--- src/dfgc_pkg.sv ---
// Shared types and constants for the drop-oldest descriptor FIFO with gap counter.
// No dependencies; used by every module under src.
package dfgc_pkg;

	localparam int QUEUE_DEPTH_DEF = 1024;
	localparam int WORD_W          = 32;
	localparam int FILL_W          = 11;
	localparam int MODE_W          = 2;
	localparam int ENTRY_W         = 2 * WORD_W;
	localparam int S_TDATA_W       = 64;
	localparam int M_TDATA_W       = 208;
	localparam logic [FILL_W-1:0] FILL_LIMIT_RST = 11'd1024;

	typedef enum logic [MODE_W-1:0] {
		MODE_PUSH  = 2'd0,
		MODE_POP   = 2'd1,
		MODE_CLEAR = 2'd2,
		MODE_NOP   = 2'd3
	} mode_t;

	// one result transaction, item_descriptor in the lowest bits
	typedef struct packed {
		logic              item_valid;
		logic [WORD_W-1:0] latest_seq;
		logic [WORD_W-1:0] gap_count;
		logic [WORD_W-1:0] dropped_count;
		logic [WORD_W-1:0] received_count;
		logic [FILL_W-1:0] fill_level;
		logic [WORD_W-1:0] item_seq;
		logic [WORD_W-1:0] item_descriptor;
	} result_t;

	// controller -> datapath / output buffer
	typedef struct packed {
		logic load;  // input transaction accepted: latch it, start head read
		logic exec;  // apply latched item, push result to output buffer
	} dp_cmd_t;

	// output buffer -> controller
	typedef struct packed {
		logic buf_room;
	} ob_status_t;

endpackage

--- src/dfgc_out_buf.sv ---
// Two-entry result buffer between the datapath and the master stream port.
// Depends on dfgc_pkg (result_t, ob_status_t).
module dfgc_out_buf (
	input  logic                 clk,
	input  logic                 arst_n,
	input  logic                 push,
	input  dfgc_pkg::result_t    push_data,
	output logic                 out_valid,
	input  logic                 out_ready,
	output dfgc_pkg::result_t    out_data,
	output dfgc_pkg::ob_status_t status
);

	dfgc_pkg::result_t buf_q [2];
	logic              wr_ptr_q, rd_ptr_q;
	logic [1:0]        cnt_q;
	logic              pop;

	assign out_valid       = (cnt_q != 2'd0);
	assign out_data        = buf_q[rd_ptr_q];
	assign pop             = out_valid && out_ready;
	assign status.buf_room = (cnt_q != 2'd2);

	always_ff @(posedge clk) begin
		if (push) buf_q[wr_ptr_q] <= push_data;
	end

	always_ff @(posedge clk or negedge arst_n) begin
		if (!arst_n) begin
			wr_ptr_q <= 1'b0;
			rd_ptr_q <= 1'b0;
			cnt_q    <= 2'd0;
		end else begin
			if (push) wr_ptr_q <= ~wr_ptr_q;
			if (pop)  rd_ptr_q <= ~rd_ptr_q;
			case ({push, pop})
				2'b10:   cnt_q <= cnt_q + 2'd1;
				2'b01:   cnt_q <= cnt_q - 2'd1;
				default: cnt_q <= cnt_q;
			endcase
		end
	end

endmodule

--- config.mk ---
export PLATFORM = sky130hd
export DESIGN_NAME = dfgc_out_buf
export DESIGN_NICKNAME = d
export VERILOG_FILES = /design/src/dfgc_pkg.sv /design/src/dfgc_out_buf.sv
export SDC_FILE = /design/constraint.sdc
export NUM_CORES = 1
export LEC_CHECK = 0
export BUFFER_PORTS_ARGS = -buffer_cell sky130_fd_sc_hd__buf_4
export CAP_MARGIN = 40
export CELL_PAD_IN_SITES_DETAIL_PLACEMENT = 0
export CELL_PAD_IN_SITES_GLOBAL_PLACEMENT = 2
export CORE_MARGIN = 5
export CORE_UTILIZATION = 42
export DETAILED_ROUTE_END_ITERATION = 12
export HOLD_SLACK_MARGIN = 0.1
export MAX_ROUTING_LAYER = met4
export PLACE_DENSITY = 0.82
export SLEW_MARGIN = 5
export SYNTH_ARGS = -nofsm -noshare
export SYNTH_HDL_FRONTEND = slang
export SYNTH_SLANG_ARGS = --single-unit
--- constraint.sdc ---
create_clock -name clk -period 20.2 [get_ports clk]
set_clock_uncertainty 0.15 [all_clocks]
set_input_delay 1.01 -clock clk [delete_from_list [all_inputs] [get_ports clk]]
set_output_delay 1.01 -clock clk [all_outputs]
set_load 0.05 [all_outputs]
### Word level (Yosys, flattened, before mapping)

Memories as Yosys holds them, arrays and structs flattened.
Cells that the tools add are included.

* $add $sub $neg: 2
* muxes and demuxes: 3
* equal/unequal tests: 3
* reduce and logical (&&, ||, !) cells: 3
* bitwise operators: 2

Operators with widths (number)
* $pmux W2 S2: 1
* $reduce_bool A2 Y1: 2
* $add A2 B1 Y2 const B: 1
* $eq A2 B1 Y1 const B: 1
* $eq A2 B2 Y1 const B: 1
* $mux W1: 2
* $ne A2 B2 Y1 const B: 1
* $not A1 Y1: 2
* $sub A2 B1 Y2 const B: 1
* $logic_and A1 B1 Y1: 1

* output and inout port bits: 206
* memories: 1
* input bits: 208
* word-level logic and storage cells: 17
* flip-flop bits (word level): 4
* bits in writable memories: 408

Memories
* buf_q: words 2, bits a word 204, rd ports 1, clocked after memory_dff 0, wr ports 1, line dfgc_out_buf.sv:14 `dfgc_pkg::result_t buf_q [2];`

### Longest topological paths before layout

Gate-level depths: netlist (run 1).

* depth after elaboration: 4
* gate-level depth with buffers: 6

### Least setup slack after synthesis (run 1)

Ideal clock, no wire load.

* path type: input to register
* from: in push
* to: mem buf_q[0][0] in the netlist's numbering (enable)
* arrival time: 9.608 ns
* cell stages on the path: 2
* required time: 19.273 ns
* path slack: 9.665 ns
* path through: inv_1 nor2_1

* longest elaborated chain between the ends: 2

Ends and longest elaborated chain
* from (decl): line dfgc_out_buf.sv:6 `input logic push,`
* $mux W1: line dfgc_out_buf.sv:25 `if (push) buf_q[wr_ptr_q] <= push_data;`
* $mux W1 (implied by the code): line dfgc_out_buf.sv:25
* to (decl): line dfgc_out_buf.sv:14

Every way passes these cells.

==> results of run 1 <==
[power by group]
group,internal [W],switching (W),leakage (nW)
combinational,0.000536,0.000961,3.58
sequential,0.00113,0.0000592,3.87
clock,0.000407,0.000309,0.639
[per-stage QoR]
step	instances	total power, W	worst slack, ps	hold WS (ps)
floorplan	652	0.00237	9670	306
global placement	1520	0.00270	15920	336
detailed placement	1523	0.00272	15860	340
CTS	1599	0.00345	15260	350
global route	1600	0.00354	15370	373
finish	1600	0.00341	15520	347
[routing by layer]
layer | part of all wire | track usage | up-vias
met2 | 0.51 | 0.264 | 276
met5 | 0 | - | -
met1 | 0.37 | 0.179 | 3758
li1 | - | - | 3505
met3 | 0.094 | 0.0656 | 60
met4 | 0.032 | 0.0609 | 0
[final timing paths]
path,endpoint,slack [ps],cells after the start
max,out_data[140],15520,5
min,cnt_q[1]$_DFFE_PN0P_,350,1
max reg2reg,buf_q[1][121]$_DFFE_PP_,17440,4
min reg2reg,cnt_q[1]$_DFFE_PN0P_,350,1
max in group asynchronous,rd_ptr_q$_DFFE_PN0P_,19130,2
min in group asynchronous,rd_ptr_q$_DFFE_PN0P_,660,2
[Yosys cell counts]
library cell	count
xor2_1	3
mux2_4	150
ha_1	1
buf_6	18
xnor2_1	2
nor2_1	2
and2_1	2
dfrtp_1	4
or2_2	1
buf_2	5
nand2b_1	1
edfxtp_1	408
mux2_2	54
inv_1	1
[sequential cells by signal, summed over array words and instances (netlist names)]
register and count:
buf_q 408, cnt_q 2, rd_ptr_q 1, wr_ptr_q 1
[critical path, stage by stage, from the launching register on]
cell and delay (ps):
dfrtp_4 890, buf_4 740, buf_4 370, buf_16 310, mux2_4 340, buf_4 190
[logic make-up after synthesis]
logic type                 after synthesis
xor gates and xnor gates                 5
adders and majority gates                1
buffers and inverters                   24
DFF                                    412
muxes                                  204
and+or+nand+nor                          6
[area by class of cell]
type	count	share of cell area
Clock buffer	52	0.0563
Clock inverter	23	0.00611
Inverter	1	0.000183
Multi-Input combinational cell	216	0.145
Sequential cell	412	0.603
Tap cell	468	0.0286
Timing Repair Buffer	428	0.161
==> summary.md, run 1 <==
| Metric | Value |
|---|---|
| Outcome | `completed` |
| Syn Area/Cell | `23.8 µm²` |
| Maximum vdd ir drop | `0.115 mV` |
| Worst Tran Pin Value | `803 ps` |
| Die width | `202 µm` |
| Multiplexer share of the synthesized area | `0.184` |
| Final setup vio count | `0` |
| Clk_lat worst skew | `550 ps` |
| Share of the synthesized area in the top cell type | `0.789` |
| Pin count of the biggest net entering global routing | `65` |
| FF+latch count, synth | `412` |
| Initial Util | `0.425` |
| Post-cts sizing count | `0` |
| Largest family of logic cells by synthesized area | `multiplexers` |
| ANT cells | `0` |
| Setup bufs post-CTS | `0` |
| Max Cap Violations | `0` |
| Fmax | `0.214 GHz` |
| Layout cells sized above 1 | `0.615` |
| Initial DRT Pass Iterations | `4` |
| Adder-cell area share of the yosys netlist | `0.000806` |
| Syn Inst Count | `652` |
| Initial antenna violation count | `0` |
| Worst setup path start | `rd_ptr_q$_DFFE_PN0P_` |
| TritonCTS clock tree | `done` |
| Worst-path clk slew | `60 ps` |
| Synth warn | `0` |
| Max clock buf depth | `3` |
| Post-Syn Nets | `861` |
| Crit end category | `output port` |
| Die area | `40900 µm²` |
| Leak | `8.09 nW` |
| CTS buffer count | `44` |
| Slew HR | `0.465` |
| DRC | `0` |
| Seq. cell area | `12400 µm²` |
| Leading post-synthesis cells by cell area | `edfxtp_1 79%, mux2_4 14%, mux2_2 3.9%` |
| Max-slew violations | `0` |
| Number of distinct library cells after synthesis | `14` |
| Avg Vias per Cell | `4.75` |
| Finished Cell Area | `20500 µm²` |
| Core Area | `36500 µm²` |
| Die height | `202 µm` |
| Iteration-0 DRC Markers | `283` |
| CTS root buf | `clkbuf_16` |
| Via count | `7599` |
| Synth Cell Area | `15500 µm²` |
| Total congestion overflow | `0` |
| Crit share post-route | `0.232` |
| Synth-to-Final Area Change | `31.8%` |
| Area of the multi-input gates | `2960 µm²` |
| Num ports | `414` |
| Simple-Gate Fraction of Synth Area | `0.00209` |
| Worst-path fanout max | `51` |
| Commonest non-fill, non-tap cells in the layout | `423 x buf_4, 408 x edfxtp_1, 150 x mux2_4` |
| Final setup TNS | `0 ps` |
| Vias in the first global route | `8121` |
| Worst hold path type | `register to register` |
| Power per cell area | `166 nW/µm²` |
| H-tree levels | `2` |
| Compound-Gate Fraction of Synth Area | `0` |
| Synth Area in XOR/XNOR | `0.00282` |
| Post-route ant nets | `0` |
| RSZ-0062 raised after global routing | `no` |
| RR Startpoint | `wr_ptr_q$_DFFE_PN0P_` |
| HPWL after DPL | `23.3 mm` |
| Clk sink count | `412` |
| Fillers | `2837` |
| Crit path time final | `4680 ps` |
| Final-stage net count | `1312` |
| PortBufs | `413` |
| Wirelength per Cell | `20.6 µm` |
| Endpoints failing hold | `0` |
| Leading cell type in the layout, fill and taps excluded | `buf_4` |
| Row count | `70` |
| GRT Total Usage | `0.162` |
| First-pass GRT wire length | `48.9 mm` |
| CP Class | `register to output port` |
| Hold_sp | `cnt_q[1]$_DFFE_PN0P_` |
| Area leader, netlist | `edfxtp_1` |
| Worst path required time | `19040 ps` |
| CTS Hold Bufs | `1` |
| Post-layout util | `0.561` |
| Placer Congestion | `0.773` |
| Arrival @ worst endpoint | `3520 ps` |
| Sequential area share after synthesis | `0.795` |
| Startpoint types | `register` |
| WL final | `33.0 mm` |
| Post-DP Area | `19200 µm²` |
No activity file was read; power rests on OpenSTA's default activity.
==> run 2, diff against run 1 <==
Settings changed: CORE_UTILIZATION 42 to 39, PLACE_DENSITY 0.82 to 0.77.
Clock period 20.2 ns to 4.4 ns, I/O delays scaled along.
==> run 2 against run 1 <==
Net effect:
- cell count grew 17%
- global-route usage shrank 0.30 points
- design area grew 11%
- setup slack lost 14000 ps
- hold slack lost 89 ps
- core utilization grew 1.2 points
- flip-flop and latch count is the same
- register-to-register slack lost 15000 ps
- critical path type unchanged
- largest power group unchanged
- highest routed layer unchanged
==> summary.md, run 2 (synthesis results as in run 1) <==
| Metric | Value |
|---|---|
| Die height | `210 µm (+3.6%)` |
| Core Area | `39500 µm² (+8.3%)` |
| Crit share post-route | `0.669` |
| Max-slew violations | `0 (unchanged)` |
| Initial Util | `0.393 (-0.0325)` |
| Worst-path clk slew | `60 ps (about the same)` |
| Largest reg by FF count | `buf_q` |
| Power per cell area | `699 nW/µm² (+320%)` |
| Leading cell type in the layout, fill and taps excluded | `buf_4` |
| Max reg flops | `408 (unchanged)` |
| Placer Congestion | `0.759 (-1.8%)` |
| Final setup vio count | `0 (unchanged)` |
| RSZ-0062 raised after global routing | `no` |
| Worst hold path type | `primary input to register` |
| Vias in the first global route | `9235 (+14%)` |
| Post-Layout Cell Count | `1868 (+17%)` |
| Worst path required time | `4030 ps (-15010 ps)` |
| Final-stage net count | `1522 (+16%)` |
| Post-layout util | `0.573 (+0.0120)` |
| CTS root buf | `clkbuf_16` |
| GRT Total Usage | `0.159 (-0.00301)` |
| Leak | `8.95 nW (+11%)` |
| Avg Vias per Cell | `4.51 (-5.1%)` |
| Post-cts sizing count | `0 (unchanged)` |
| Clk sink count | `412 (unchanged)` |
| Die width | `210 µm (+3.6%)` |
| Iteration-0 DRC Markers | `373 (+32%)` |
| Synth-to-Final Area Change | `45.8%` |
| Via count | `8422 (+11%)` |
| Post-route ant nets | `0 (unchanged)` |
| PortBufs | `413 (unchanged)` |
| Total congestion overflow | `0 (unchanged)` |
| Maximum vdd ir drop | `0.496 mV (+330%)` |
| Largest registers | `buf_q: 408 flops, cnt_q: 2 flops` |
| Max clock buf depth | `3 (unchanged)` |
| Worst-path fanout max | `47 (-7.8%)` |
| Num ports | `414 (unchanged)` |
| CP Class | `register to output port` |
| WL final | `35.3 mm (+7.1%)` |
| Slew HR | `0.458 (-0.00662)` |
| Layout cells sized above 1 | `0.517 (-0.0981)` |
| First-pass GRT wire length | `52.6 mm (+7.7%)` |
| Pin count of the biggest net entering global routing | `66 (+1.5%)` |
| HPWL after DPL | `23.6 mm (+1.4%)` |
| CTS buffer count | `43 (-2.3%)` |
| Initial antenna violation count | `2 (+2)` |
| Final setup TNS | `0 ps (unchanged)` |
| Clk_lat worst skew | `540 ps (about the same)` |
| H-tree levels | `2 (unchanged)` |
| Die area | `43900 µm² (+7.3%)` |
| Crit path time final | `2940 ps` |
| DRC | `0 (unchanged)` |
| Initial DRT Pass Iterations | `4 (unchanged)` |
| Outcome | `completed` |
| Commonest non-fill, non-tap cells in the layout | `423 x buf_4, 408 x edfxtp_1, 208 x dlygate4sd3_1` |
| Placed cell count | `1585 (+4.1%)` |
| Row count | `73 (+4.3%)` |
| Arrival @ worst endpoint | `2570 ps (-950 ps)` |
| Endpoints failing hold | `0 (unchanged)` |
| Wirelength per Cell | `18.9 µm (-8.2%)` |
| Fmax | `0.340 GHz` |
| Startpoint types | `register` |
| TritonCTS clock tree | `done` |
| Worst Tran Pin Value | `813 ps (+9.93 ps)` |
| Crit end category | `output port` |
| Setup bufs post-CTS | `0 (unchanged)` |
| Max Cap Violations | `0 (unchanged)` |
run 2: changes by cell type in the layout (fill, tap and decap cells not counted), moves of 2 or more:
cell,delta
clkinv_2,-5
buf_16,-4
diode_2,+2
clkinvlp_4,+2
dlygate4sd3_1,+207
clkbuf_1,+3
buf_12,+8
inv_6,-3
clkinv_1,+2
run 2: layout make-up:
class	instances	area (µm²)
fill	2999	16900
inverter	1	3.75
tap	525	657
sequential	412	12400
clock buffer	55	1160
antenna	2	5.00
multi-input combinational	216	2960
clock inverter	18	87.6
timing repair buffer	639	5420
run 2: path summary, 6_finish.rpt:
path,slack [ps],startpoint,to,depth (start not counted)
worst max-delay path,1460,rd_ptr_q$_DFFE_PN0P_,out_data[199],3
worst min-delay path,260,push_data[189],buf_q[1][189]$_DFFE_PP_,2
worst max register to register,2370,wr_ptr_q$_DFFE_PN0P_,buf_q[1][120]$_DFFE_PP_,2
worst min register to register,340,cnt_q[1]$_DFFE_PN0P_,cnt_q[1]$_DFFE_PN0P_,1
max in group asynchronous,3390,arst_n,rd_ptr_q$_DFFE_PN0P_,3
min in group asynchronous,500,arst_n,cnt_q[0]$_DFFE_PN0P_,3
run 2: what timing repair did:
item	in CTS	in global routing
endpoints found under the setup margin	0	0
hold buffers	208	0
endpoints found under the hold margin	415	0
run 2: worst max-delay path: stages, from the launching register on:
cell and delay [ps]:
dfrtp_4 960, buf_4 470, mux2_2 390, buf_4 190
run 2: stage by stage:
stage | setup slack, ps | power (W) | hold WS (ps) | area, µm²
2_1_floorplan | 381 | 0.0107 | -226 | 15500
3_3_place_gp | 2010 | 0.0126 | -129 | 19300
3_5_place_dp | 1980 | 0.0126 | -125 | 19300
4_1_cts | 1380 | 0.0161 | 206 | 22600
5_1_grt | 1340 | 0.0165 | 232 | 22600
6_report | 1460 | 0.0158 | 257 | 22600
run 2: routing by layer:
| layer | vias up | part of all wire | track usage |
|---|---|---|---|
| li1 | 3918 | - | - |
| met3 | 67 | 0.079 | 0.0492 |
| met1 | 4161 | 0.39 | 0.181 |
| met2 | 276 | 0.50 | 0.266 |
| met5 | - | 0 | - |
| met4 | 0 | 0.028 | 0.0554 |
run 2: power by group:
| group | leakage (nW) | internal [W] | switching, W | total (W) |
|---|---|---|---|---|
| Combinational | 4.46 | 0.00261 | 0.00452 | 0.00713 |
| Sequential | 3.87 | 0.00520 | 0.000273 | 0.00547 |
| Clock | 0.609 | 0.00186 | 0.00138 | 0.00323 |
| Total | 8.95 | 0.00966 | 0.00617 | 0.0158 |
==> run 3, diff against run 2 <==
Settings changed: CORE_UTILIZATION 39 to 35, PLACE_DENSITY 0.77 to 0.72.
Clock period 4.4 ns to 2.6 ns, I/O delays scaled along.
==> run 3 against run 2 <==
Net effect:
- hold slack got worse by 100 ps
- global-route usage fell by 0.98 points
- design area rose by 1.9%
- cell count rose by 4.6%
- setup slack got worse by 1300 ps
- critical path depth rose by 1
- flip-flop and latch count did not move
- clock power rose by 82%
- wire length rose by 3.4%
- die area rose by 11%
- register-to-register slack got worse by 1600 ps
- sequential share of layout area fell by 1.0 points
- critical endpoint is now out_data[196]
- largest cell class unchanged
==> summary.md, run 3 (synthesis results as in run 1) <==
| Metric | Value |
|---|---|
| Worst slack at placement | `677 ps (-1300 ps)` |
| Hold depth | `2 (unchanged)` |
| Fillers | `3632 (+21%)` |
| Worst Tran Pin Value | `646 ps (-167 ps)` |
| R2r setup slk | `800 ps (-1570 ps)` |
| Startpoint types | `register` |
| Largest reg by FF count | `buf_q` |
| Fmax | `0.404 GHz` |
| Endpoints failing hold | `0 (unchanged)` |
| Avg Vias per Cell | `4.36 (-3.4%)` |
| Initial Util | `0.353 (-0.0400)` |
| Post-cts sizing count | `0 (unchanged)` |
| Power per cell area | `1200 nW/µm² (+71%)` |
| Via count | `8507 (+1.0%)` |
| H-tree levels | `2 (unchanged)` |
| Crit path max-delay family | `buffers and inverters` |
| Layout cells sized above 1 | `0.522 (+0.00570)` |
| CP Class | `register to output port` |
| CP max stage cell | `dfrtp_4` |
| Crit share post-route | `0.952` |
| Worst reg-to-reg path cell count | `2 (unchanged)` |
| Hold_sp | `push_data[3]` |
| Slew HR | `0.569 (+0.111)` |
| Leading cell type in the layout, fill and taps excluded | `buf_4` |
| Max Cap Violations | `0 (unchanged)` |
| Row count | `77 (+5.5%)` |
| Outcome | `completed` |
| Worst-path fanout max | `22 (-53%)` |
| Clk sink count | `412 (unchanged)` |
| RR Startpoint | `wr_ptr_q$_DFFE_PN0P_` |
| Die width | `221 µm (+5.3%)` |
| RSZ-0062 raised after global routing | `no` |
| Worst Path Buf+Inv | `3 (+1)` |
| Placer Congestion | `0.738 (-2.8%)` |
| Iteration-0 DRC Markers | `403 (+8.0%)` |
| Num ports | `414 (unchanged)` |
| Worst hold path type | `primary input to register` |
| Crit end category | `output port` |
| Commonest non-fill, non-tap cells in the layout | `422 x buf_4, 408 x edfxtp_1, 208 x dlygate4sd3_1` |
| Worst Setup Slack, final | `125 ps (-1330 ps)` |
| Final-stage net count | `1534 (+0.79%)` |
| Wirelength per Cell | `18.7 µm (-1.1%)` |
| Design Power | `0.0276 W (+74%)` |
| Max-slew violations | `0 (unchanged)` |
| Worst-path clk slew | `60 ps (about the same)` |
| Core Area | `44000 µm² (+11%)` |
| PortBufs | `413 (unchanged)` |
| Die height | `221 µm (+5.3%)` |
| Total congestion overflow | `0 (unchanged)` |
| Area of the multi-input gates | `2960 µm² (unchanged)` |
| Final setup vio count | `0 (unchanged)` |
| Pin count of the biggest net entering global routing | `87 (+32%)` |
| First-pass GRT wire length | `53.7 mm (+2.0%)` |
| Sequence of cells on the critical path | `buf_12, buf_12, mux2_2, buf_4` |
| Die area | `48700 µm² (+11%)` |
| Leak | `9.11 nW (+1.8%)` |
| GRT Total Usage | `0.149 (-0.00979)` |
| Synth-to-Final Area Change | `48.5%` |
| Slowest stage delay, CP | `600 ps (-360 ps)` |
| Largest registers | `buf_q: 408 flops, cnt_q: 2 flops` |
| Final setup TNS | `0 ps (unchanged)` |
| Max reg flops | `408 (unchanged)` |
| TritonCTS clock tree | `done` |
| Vias in the first global route | `9211 (-0.26%)` |
| Worst Hold End | `buf_q[1][3]$_DFFE_PP_` |
| Max clock buf depth | `3 (unchanged)` |
| Clk_lat worst skew | `550 ps (about the same)` |
| FF-to-FF End | `buf_q[1][9]$_DFFE_PP_` |
| Worst path required time | `2320 ps (-1710 ps)` |
| Initial DRT Pass Iterations | `4 (unchanged)` |
| Initial antenna violation count | `4 (+2)` |
| HPWL after DPL | `24.8 mm (+4.9%)` |
| Maximum vdd ir drop | `0.672 mV (+36%)` |
| Arrival @ worst endpoint | `2200 ps (-370 ps)` |
| CTS buffer count | `44 (+2.3%)` |
| Crit path time final | `2480 ps` |
| WL final | `36.5 mm (+3.4%)` |
| Most common cell on crit path | `buf_12` |
| DRC | `0 (unchanged)` |
| CTS root buf | `clkbuf_16` |
| Seq. cell area | `12400 µm² (unchanged)` |
| Post-route ant nets | `0 (unchanged)` |
[run 3: cell types whose count changed in the layout (fill, tap and decap cells not counted)]
cell	change
clkinv_2	+2
clkinv_4	+1
buf_12	+12
diode_2	+2
buf_4	-1
clkinv_1	+3
clkbuf_1	-3
clkinvlp_4	-1
bufinv_16	+3
[run 3: worst max path at each step]
stage                                 end  slack [ps]  cells past startpoint                 start
detailed placement          out_data[119]         680                      4  rd_ptr_q$_DFFE_PN0P_
global route                 out_data[26]          10                      4  rd_ptr_q$_DFFE_PN0P_
global placement            out_data[119]         690                      4  rd_ptr_q$_DFFE_PN0P_
finish                      out_data[196]         120                      4  rd_ptr_q$_DFFE_PN0P_
CTS                         out_data[119]          60                      4  rd_ptr_q$_DFFE_PN0P_
floorplan           buf_q[0][0]$_DFFE_PP_       -1400                      1  wr_ptr_q$_DFFE_PN0P_
[run 3: worst reg2reg max path, cell delays in order, from the launching register on]
cell and delay [ps]:
dfrtp_1 420, and2_4 600, buf_4 330
[run 3: per-layer routing]
metal  up-vias  global-route usage  part of all wire
met5         -                   -                 0
met4         0              0.0397             0.021
met3        53              0.0498             0.080
met2       267               0.250              0.51
met1      4230               0.173              0.39
li1       3957                   -                 -
[run 3: final cells by class]
type,count,share of cell area
repair buffers,650,0.245
clock inverters,26,0.00868
diodes,4,0.000434
inverters,1,0.000163
clock buffers,52,0.0499
multi-input cells,216,0.128
well taps,592,0.0321
flip-flops and latches,412,0.536
[run 3: what timing repair did]
action	CTS	global route
hold buffers	208	0
setup buffers	0	0
endpoints found under the hold margin	416	0
[run 3: power by group]
part,internal (W),switching [W]
registers,0.00881,0.000345
clock network,0.00345,0.00242
logic,0.00470,0.00785
[run 3: per-stage QoR]
stage	hold slack (ps)	cell area, µm²	util	std cells
after global placement	-222	19600	0.446	1663
after floorplan	-316	15500	-	652
final	153	23100	0.524	1953
after global routing	120	23100	0.524	1953
after CTS	105	23100	0.524	1949
after detailed placement	-221	19600	0.446	1663
